**src/hw/rtl/plst_pkg.sv**
```systemverilog
// shared types and constants for the positional list store
// item field widths, command and status codes, sequencer states
// no dependencies
`default_nettype none

package plst_pkg;

   // item field widths
   localparam int ACT_W      = 3;
   localparam int POS_W      = 6;
   localparam int VALUE_W    = 32;
   localparam int STATUS_W   = 2;
   localparam int COUNT_W    = 7;
   localparam int REQ_DATA_W = 48;
   localparam int RSP_DATA_W = 48;

   // command codes
   typedef enum logic [ACT_W-1:0] {
      ACT_INSERT   = 3'd0,
      ACT_DELETE   = 3'd1,
      ACT_APPEND   = 3'd2,
      ACT_POP      = 3'd3,
      ACT_POP_LAST = 3'd4,
      ACT_READ     = 3'd5,
      ACT_RESTART  = 3'd6
   } action_type;

   // result status codes
   typedef enum logic [STATUS_W-1:0] {
      STS_OK      = 2'd0,
      STS_BAD_POS = 2'd1,
      STS_SOLE    = 2'd2,
      STS_FULL    = 2'd3
   } status_type;

   // sequencer states
   typedef enum logic [1:0] {
      S_IDLE   = 2'd0,
      S_WALK   = 2'd1,
      S_FINISH = 2'd2
   } state_type;

endpackage

`default_nettype wire

```
**src/hw/rtl/positional_list_store_unit.sv**
```systemverilog
// Positional list store: an ordered list of up to CAPACITY signed 32-bit values held in
// one synchronous memory, never empty, one zero entry after reset. A command is taken and
// its result leaves through an output register, so the next command is accepted while a
// result still waits. Commands that move entries walk the memory one entry per cycle
// through its single read and write port: insert shifts entries from the position up,
// delete and pop at a position shift entries above it down, read and pop last read one
// entry; append, restart and rejected commands do not walk. No clearing pass is needed.
// depends on plst_pkg and plst_store
`default_nettype none

module positional_list_store_unit #(
   parameter int CAPACITY = 64
) (
   input  wire logic                             clock,
   input  wire logic                             reset,
   input  wire logic                             req_tvalid,
   output logic                                  req_tready,
   // action [2:0], position [8:3], item_value [40:9], zero pad [47:41]
   input  wire logic [plst_pkg::REQ_DATA_W-1:0]  req_tdata,
   output logic                                  rsp_tvalid,
   input  wire logic                             rsp_tready,
   // out_value [31:0], status [33:32], entry_count [40:34], zero pad [47:41]
   output logic      [plst_pkg::RSP_DATA_W-1:0]  rsp_tdata
);

   localparam int CW   = $clog2(CAPACITY + 1);
   localparam int AW   = $clog2(CAPACITY);
   localparam int CMPW = (CW > plst_pkg::POS_W) ? CW : plst_pkg::POS_W;

   // item fields
   plst_pkg::action_type              act;
   logic [plst_pkg::POS_W-1:0]        pos;
   logic [plst_pkg::VALUE_W-1:0]      val;
   logic                              req_fire;
   logic                              out_free;

   // accept-time decode
   logic [CMPW-1:0]                   pos_ext;
   logic [CMPW-1:0]                   cnt_ext;
   logic [CMPW-1:0]                   cnt_m1;
   logic [CMPW-1:0]                   cap_ext;
   logic [CMPW-1:0]                   ipos;
   plst_pkg::status_type              dec_status;
   logic                              dec_walk;
   logic                              dec_down;
   logic [CMPW-1:0]                   dec_start;
   logic [CMPW-1:0]                   dec_end;
   logic                              dec_capture;
   logic                              dec_final;
   logic [CMPW-1:0]                   dec_final_addr;
   logic [CMPW-1:0]                   dec_count;

   // sequencer and command registers
   plst_pkg::state_type               state_ff, state_in;
   logic [CW-1:0]                     count_ff, count_in;
   plst_pkg::status_type              status_ff, status_in;
   logic                              capture_ff, capture_in;
   logic                              final_ff, final_in;
   logic [AW-1:0]                     final_addr_ff, final_addr_in;
   logic [plst_pkg::VALUE_W-1:0]      val_ff, val_in;
   logic                              down_ff, down_in;
   logic [AW-1:0]                     start_ff, start_in;
   logic [AW-1:0]                     end_ff, end_in;
   logic [AW-1:0]                     ptr_ff, ptr_in;
   logic                              more_ff, more_in;
   logic                              pend_ff, pend_in;
   logic [AW-1:0]                     src_ff, src_in;
   logic [plst_pkg::VALUE_W-1:0]      cap_ff, cap_in;

   // output register
   logic                              rsp_valid_ff, rsp_valid_in;
   logic [plst_pkg::VALUE_W-1:0]      rsp_value_ff, rsp_value_in;
   plst_pkg::status_type              rsp_status_ff, rsp_status_in;
   logic [plst_pkg::COUNT_W-1:0]      rsp_count_ff, rsp_count_in;

   // memory port
   logic                              wr_en;
   logic [AW-1:0]                     wr_addr;
   logic [plst_pkg::VALUE_W-1:0]      wr_data;
   logic                              rd_en;
   logic [plst_pkg::VALUE_W-1:0]      rd_data;

   // field unpacking and handshakes
   assign act      = plst_pkg::action_type'(req_tdata[2:0]);
   assign pos      = req_tdata[8:3];
   assign val      = req_tdata[40:9];
   assign req_fire = req_tvalid && req_tready;
   assign out_free = !rsp_valid_ff || rsp_tready;

   assign pos_ext = CMPW'(pos);
   assign cnt_ext = CMPW'(count_ff);
   assign cnt_m1  = cnt_ext - CMPW'(1);
   assign cap_ext = CMPW'(CAPACITY);

   // command decode against the current count
   always_comb begin
      dec_status     = plst_pkg::STS_OK;
      dec_walk       = 1'b0;
      dec_down       = 1'b0;
      dec_start      = pos_ext;
      dec_end        = pos_ext;
      dec_capture    = 1'b0;
      dec_final      = 1'b0;
      dec_final_addr = '0;
      dec_count      = cnt_ext;
      ipos           = (act == plst_pkg::ACT_APPEND) ? cnt_ext : pos_ext;
      case (act)
         plst_pkg::ACT_INSERT, plst_pkg::ACT_APPEND: begin
            if ((act == plst_pkg::ACT_INSERT) && (pos_ext > cnt_ext)) begin
               dec_status = plst_pkg::STS_BAD_POS;
            end else if (cnt_ext >= cap_ext) begin
               dec_status = plst_pkg::STS_FULL;
            end else begin
               dec_final      = 1'b1;
               dec_final_addr = ipos;
               dec_count      = cnt_ext + CMPW'(1);
               if (ipos < cnt_ext) begin
                  dec_walk  = 1'b1;
                  dec_down  = 1'b1;
                  dec_start = cnt_m1;
                  dec_end   = ipos;
               end
            end
         end
         plst_pkg::ACT_DELETE, plst_pkg::ACT_POP, plst_pkg::ACT_READ: begin
            if (pos_ext >= cnt_ext) begin
               dec_status = plst_pkg::STS_BAD_POS;
            end else begin
               dec_walk    = 1'b1;
               dec_start   = pos_ext;
               dec_end     = (act == plst_pkg::ACT_READ) ? pos_ext : cnt_m1;
               dec_capture = (act != plst_pkg::ACT_DELETE);
               if ((act != plst_pkg::ACT_READ) && (cnt_ext > CMPW'(1))) begin
                  dec_count = cnt_m1;
               end
            end
         end
         plst_pkg::ACT_POP_LAST: begin
            if (cnt_ext <= CMPW'(1)) begin
               dec_status = plst_pkg::STS_SOLE;
            end else begin
               dec_walk    = 1'b1;
               dec_start   = cnt_m1;
               dec_end     = cnt_m1;
               dec_capture = 1'b1;
               dec_count   = cnt_m1;
            end
         end
         plst_pkg::ACT_RESTART: begin
            dec_final      = 1'b1;
            dec_final_addr = '0;
            dec_count      = CMPW'(1);
         end
         default: begin
         end
      endcase
   end

   // next state
   always_comb begin
      state_in = state_ff;
      case (state_ff)
         plst_pkg::S_IDLE: begin
            if (req_fire) begin
               state_in = dec_walk ? plst_pkg::S_WALK : plst_pkg::S_FINISH;
            end
         end
         plst_pkg::S_WALK: begin
            if (!more_ff && !pend_ff) begin
               state_in = plst_pkg::S_FINISH;
            end
         end
         plst_pkg::S_FINISH: begin
            if (out_free) begin
               state_in = plst_pkg::S_IDLE;
            end
         end
         default: begin
            state_in = plst_pkg::S_IDLE;
         end
      endcase
   end

   // sequencer outputs: handshake and memory port
   always_comb begin
      req_tready = 1'b0;
      rd_en      = 1'b0;
      wr_en      = 1'b0;
      wr_addr    = src_ff;
      wr_data    = rd_data;
      case (state_ff)
         plst_pkg::S_IDLE: begin
            req_tready = 1'b1;
         end
         plst_pkg::S_WALK: begin
            rd_en = more_ff;
            if (pend_ff) begin
               if (down_ff) begin
                  wr_en   = 1'b1;
                  wr_addr = src_ff + AW'(1);
               end else begin
                  wr_en   = (src_ff != start_ff);
                  wr_addr = src_ff - AW'(1);
               end
            end
         end
         plst_pkg::S_FINISH: begin
            wr_en   = final_ff && out_free;
            wr_addr = final_addr_ff;
            wr_data = val_ff;
         end
         default: begin
         end
      endcase
   end

   // command registers and shift walk
   always_comb begin
      count_in      = count_ff;
      status_in     = status_ff;
      capture_in    = capture_ff;
      final_in      = final_ff;
      final_addr_in = final_addr_ff;
      val_in        = val_ff;
      down_in       = down_ff;
      start_in      = start_ff;
      end_in        = end_ff;
      ptr_in        = ptr_ff;
      more_in       = more_ff;
      pend_in       = 1'b0;
      src_in        = ptr_ff;
      cap_in        = cap_ff;
      if (req_fire) begin
         count_in      = dec_count[CW-1:0];
         status_in     = dec_status;
         capture_in    = dec_capture;
         final_in      = dec_final;
         final_addr_in = dec_final_addr[AW-1:0];
         val_in        = val;
         down_in       = dec_down;
         start_in      = dec_start[AW-1:0];
         end_in        = dec_end[AW-1:0];
         ptr_in        = dec_start[AW-1:0];
         more_in       = dec_walk;
         cap_in        = '0;
      end
      if (state_ff == plst_pkg::S_WALK) begin
         // issue the next read of the walk
         pend_in = more_ff;
         if (more_ff) begin
            if (ptr_ff == end_ff) begin
               more_in = 1'b0;
            end else begin
               ptr_in = down_ff ? (ptr_ff - AW'(1)) : (ptr_ff + AW'(1));
            end
         end
         // keep the value found at the command's own position
         if (pend_ff && !down_ff && capture_ff && (src_ff == start_ff)) begin
            cap_in = rd_data;
         end
      end
   end

   // output register
   always_comb begin
      rsp_valid_in  = rsp_valid_ff && !rsp_tready;
      rsp_value_in  = rsp_value_ff;
      rsp_status_in = rsp_status_ff;
      rsp_count_in  = rsp_count_ff;
      if ((state_ff == plst_pkg::S_FINISH) && out_free) begin
         rsp_valid_in  = 1'b1;
         rsp_value_in  = cap_ff;
         rsp_status_in = status_ff;
         rsp_count_in  = plst_pkg::COUNT_W'(count_ff);
      end
   end

   always_ff @(posedge clock) begin
      if (reset) begin
         state_ff     <= plst_pkg::S_IDLE;
         count_ff     <= CW'(1);
         more_ff      <= 1'b0;
         pend_ff      <= 1'b0;
         rsp_valid_ff <= 1'b0;
      end else begin
         state_ff     <= state_in;
         count_ff     <= count_in;
         more_ff      <= more_in;
         pend_ff      <= pend_in;
         rsp_valid_ff <= rsp_valid_in;
      end
   end

   always_ff @(posedge clock) begin
      status_ff     <= status_in;
      capture_ff    <= capture_in;
      final_ff      <= final_in;
      final_addr_ff <= final_addr_in;
      val_ff        <= val_in;
      down_ff       <= down_in;
      start_ff      <= start_in;
      end_ff        <= end_in;
      ptr_ff        <= ptr_in;
      src_ff        <= src_in;
      cap_ff        <= cap_in;
      rsp_value_ff  <= rsp_value_in;
      rsp_status_ff <= rsp_status_in;
      rsp_count_ff  <= rsp_count_in;
   end

   // entry memory
   plst_store #(
      .DEPTH (CAPACITY)
   ) u_store (
      .clock   (clock),
      .reset   (reset),
      .wr_en   (wr_en),
      .wr_addr (wr_addr),
      .wr_data (wr_data),
      .rd_en   (rd_en),
      .rd_addr (ptr_ff),
      .rd_data (rd_data)
   );

   // result packing
   assign rsp_tvalid = rsp_valid_ff;
   assign rsp_tdata  = {
      {(plst_pkg::RSP_DATA_W - plst_pkg::VALUE_W - plst_pkg::STATUS_W
        - plst_pkg::COUNT_W){1'b0}},
      rsp_count_ff, rsp_status_ff, rsp_value_ff
   };

   // the list never becomes empty nor grows past capacity
   a_count_range: assert property (@(posedge clock) disable iff (reset)
      (count_ff != '0) && (CMPW'(count_ff) <= cap_ext))
      else $error("entry count out of range");

   // read data is only pending while the walk is running
   a_pend_in_walk: assert property (@(posedge clock) disable iff (reset)
      pend_ff |-> (state_ff == plst_pkg::S_WALK))
      else $error("memory read outstanding outside the walk");

   // an accepted command leaves idle on the next cycle
   a_busy_after_accept: assert property (@(posedge clock) disable iff (reset)
      req_fire |=> (state_ff != plst_pkg::S_IDLE))
      else $error("sequencer stayed idle after accepting an item");

endmodule

`default_nettype wire

```
**src/hw/rtl/plst_store.sv**
```systemverilog
// entry memory of the positional list store: one write and one read port,
// registered read data; entry zero reads as zero until first written
// uses plst_pkg for the value width
`default_nettype none

module plst_store #(
   parameter int DEPTH = 64,
   localparam int AW = $clog2(DEPTH)
) (
   input  wire logic                          clock,
   input  wire logic                          reset,
   input  wire logic                          wr_en,
   input  wire logic [AW-1:0]                 wr_addr,
   input  wire logic [plst_pkg::VALUE_W-1:0]  wr_data,
   input  wire logic                          rd_en,
   input  wire logic [AW-1:0]                 rd_addr,
   output logic      [plst_pkg::VALUE_W-1:0]  rd_data
);

   logic [plst_pkg::VALUE_W-1:0] mem [DEPTH];
   logic [plst_pkg::VALUE_W-1:0] q_ff;
   logic                         zero_written_ff;
   logic                         zero_written_in;
   logic                         rd_zero_ff;
   logic                         rd_zero_in;

   // memory array, synchronous read
   always_ff @(posedge clock) begin
      if (wr_en) begin
         mem[wr_addr] <= wr_data;
      end
      if (rd_en) begin
         q_ff <= mem[rd_addr];
      end
   end

   // entry zero holds its reset value until written
   always_comb begin
      zero_written_in = zero_written_ff | (wr_en && (wr_addr == '0));
      rd_zero_in      = rd_en ? ((rd_addr == '0) && !zero_written_ff) : rd_zero_ff;
   end

   always_ff @(posedge clock) begin
      if (reset) begin
         zero_written_ff <= 1'b0;
         rd_zero_ff      <= 1'b0;
      end else begin
         zero_written_ff <= zero_written_in;
         rd_zero_ff      <= rd_zero_in;
      end
   end

   assign rd_data = rd_zero_ff ? '0 : q_ff;

   // the shift walk never reads and writes one entry in the same cycle
   a_no_same_entry: assert property (@(posedge clock) disable iff (reset)
      !(wr_en && rd_en && (wr_addr == rd_addr)))
      else $error("read and write of the same entry in one cycle");

endmodule

`default_nettype wire
```
**config.mk**
```make
export PLATFORM = sky130hd
export DESIGN_NAME = positional_list_store_unit
export DESIGN_NICKNAME = d
export VERILOG_FILES = /design/src/hw/rtl/plst_pkg.sv /design/src/hw/rtl/positional_list_store_unit.sv /design/src/hw/rtl/plst_store.sv
export SDC_FILE = /design/constraint.sdc
export NUM_CORES = 2
export LEC_CHECK = 0
export BUFFER_PORTS_ARGS = -buffer_cell sky130_fd_sc_hd__buf_4
export CAP_MARGIN = 15
export CORE_MARGIN = 2
export CORE_UTILIZATION = 40
export DETAILED_ROUTE_END_ITERATION = 10
export PLACE_DENSITY = 0.58
export SLEW_MARGIN = 10
export SYNTH_ARGS = -nofsm -noshare
export SYNTH_HDL_FRONTEND = slang
export SYNTH_SLANG_ARGS = --single-unit
export TNS_END_PERCENT = 10
```
**constraint.sdc**
```tcl
create_clock -name clock -period 7.8 [get_ports clock]
set_clock_uncertainty 0.15 [all_clocks]
set_input_delay 0.39 -clock clock [delete_from_list [all_inputs] [get_ports clock]]
set_output_delay 0.39 -clock clock [all_outputs]
set_load 0.05 [all_outputs]
```
==> results.json <==
{
  "status": "completed",
  "worstMarginPinSlew_ps": 1310,
  "syn_to_final_growth_pct": 15.1,
  "synth_cell_types": 77,
  "cp-end-kind": "register",
  "synth-seq-cells": 2234,
  "min_period_over_period_pct": 71.0,
  "clkPwrFrac_pct": 34.7,
  "critPathLaunchType": "register",
  "htreeDepth": 4,
  "yosys_warnings": 0,
  "routed_wl_um": 217000,
  "synth_area_leaders": "edfxtp_1 (76%), mux4_2 (16%), dfxtp_1 (1.3%), o21ai_0 (0.54%), nor2_1 (0.53%)",
  "critPathMaxFanout": 17,
  "core_um2": 215000,
  "tns_ps": 0,
  "required_ps": 8140,
  "gp_congestion": 0.895,
  "crit_type": "register to register",
  "drive_above_1_share_pct": 29.8,
  "drc": 0,
  "detail-route-antenna-nets": 0,
  "n_antenna_cell": 0,
  "synth_top_cell_area_share_pct": 75.6,
  "ctsLongestPathBuffers": 3,
  "relSlewSlack_pct": 12.9,
  "intPower_mw": 22.3,
  "drv_slew": 0,
  "cts_buffers": 218,
  "hold_viol": 0,
  "die_area_um2": 220000,
  "grt_max_degree": 116,
  "initial_core_util_pct": 40.3,
  "num_rows": 170,
  "pwr-share-comb_pct": 20.5,
  "grt_pass1_wl_um": 308000,
  "power_mw": 30.9,
  "mostFrequentLayoutCells": "edfxtp_1 (2,176), mux4_2 (629), clkbuf_16 (219)",
  "peakVddDrop_mv": 0.196,
  "ys.flop_type": "edfxtp_1",
  "fin_nets": 4233,
  "clk_pin_slew_ps": 60,
  "hold_class": "input pin to register",
  "antenna_found_initial": 11,
  "setup_viol": 0,
  "swShare_pct": 28.0,
  "vias": 41000,
  "cts_root_buf": "clkbuf_16",
  "syn_inst": 3876,
  "final_cells": 7182,
  "cts_tree": "yes",
  "fin_hold_ws_ps": 95.6,
  "die-width_um": 469,
  "avgSynthCellArea_um2": 22.3,
  "gr-total-overflow": 0,
  "p_seq_share_pct": 44.8,
  "netlist_area_um2": 86400,
  "ys_seq_area_share_pct": 77.0,
  "max-cap-violations": 0,
  "firstDrtPassIters": 6,
  "hpwl_um": 122000,
  "pwr_density_cell_nw_per_um2": 311,
  "synth_largest_area_cell": "edfxtp_1",
  "final_common_cell": "edfxtp_1",
  "ios": 102,
  "grt_usage_pct": 19.7,
  "avgRoutedWirePerCell_um": 30.2,
  "grt_pass1_vias": 41600,
  "io_buffer_count": 87,
  "leakage_nw": 30.8,
  "cp.arrival_ps": 5870,
  "finalCriticalPeriod_ps": 5540,
  "postCtsHoldBufs": 44,
  "clock_latency_ps": 870,
  "ys_async_sr_fraction_pct": 0,
  "p_sw_mw": 8.63,
  "synth_edf_count": 2176,
  "die_h_um": 469,
  "drt-initial-drc-count": 5066,
  "rsz0062_at_grt": "false",
  "max_freq_ghz": 0.181,
  "postCtsSetupRepairBufs": 0,
  "routed_via_density": 5.70,
  "cts_sinks": 2234,
  "cts_resized": 0,
  "dp_cells": 6727
}
per-stage QoR:
step	utilization, %	setup slack [ps]	cell area [um^2]
floorplan	-	1740	86400
global placement	42.7	1890	91700
detailed placement	42.7	1890	91700
CTS	46.3	1910	99400
global route	46.3	1920	99400
finish	46.3	2260	99400
path summary, 6_finish.rpt:
path / start / endpoint / slack (ps) / depth (start not counted)
setup / recovery: down_ff / u_store.mem[54][15] / 2260 / 9
hold / removal: req_tdata[27] / val_ff[18] / 100 / 2
setup reg to reg: down_ff / u_store.mem[54][15] / 2260 / 9
hold reg to reg: cap_ff[27] / rsp_value_ff[27] / 270 / 0
Yosys cell counts (25+ instances only):
library cell	instances
a22oi_1	36
buf_2	57
mux4_2	629
buf_1	28
dfxtp_1	58
clkbuf_1	97
edfxtp_1	2176
ha_1	26
o22ai_1	25
nand2b_1	38
nand2_1	106
o21ai_0	93
nor2_1	121
nand3_1	64
a21oi_1	31
kinds of logic (layout without fill, tap and decap cells):
group,after synthesis,count (layout),synth area share (%)
AOI/OAI and AO/OA,300,300,2.31
xor gates and xnor gates,21,21,0.213
adders and majority gates,28,28,0.423
buffers and inverters,235,697,1.26
DFF,2234,2234,77.0
muxes,642,642,16.6
other,1,7,0.00434
and+or+nand+nor,415,415,2.28
metal layers:
layer	vias up	part of all wire (%)	GRT usage (%)
li1	17000	-	-
met1	22200	43	28.1
met2	1453	48	31.4
met3	281	7.1	3.82
met4	0	2.2	4.76
met5	-	0	0
sequential cells by signal, indices dropped and copies added, names as in the netlist, 6 cells and up:
| register | count |
|---|---|
| src_ff | 6 |
| u_store.mem | 2048 |
| final_addr_ff | 6 |
| val_ff | 32 |
| ptr_ff | 6 |
| start_ff | 6 |
| u_store.q_ff | 32 |
| rsp_count_ff | 7 |
| end_ff | 6 |
| cap_ff | 32 |
| cnt_ext | 7 |
| rsp_value_ff | 32 |
area by class of cell:
cell class,count,area [um^2]
tap,2838,3550
fill,17600,115000
clock inverter,130,1560
multi-input combinational,1413,19700
sequential,2234,66500
timing repair buffer,260,2220
clock buffer,281,5780
inverter,26,97.6
power groups by stage:
stage,Sequential (mW),Clock (mW),Combinational [mW]
after detailed placement,14.1,0,6.36
after global placement,14.1,0,6.31
after global routing,13.9,11.4,6.65
after floorplan,14.1,0,3.92
after CTS,13.8,10.9,6.39
final,13.8,10.7,6.33
worst max-delay path: stages, from the launching register on:
cell and delay [ps]:
edfxtp_1 680, inv_1 300, ha_1 360, a211oi_1 480, o21bai_1 150, o211a_1 170, a221oi_2 710, nand3_1 840
nor2_4 900, buf_4 430
Note: power is estimated with default switching activity, not from simulation.
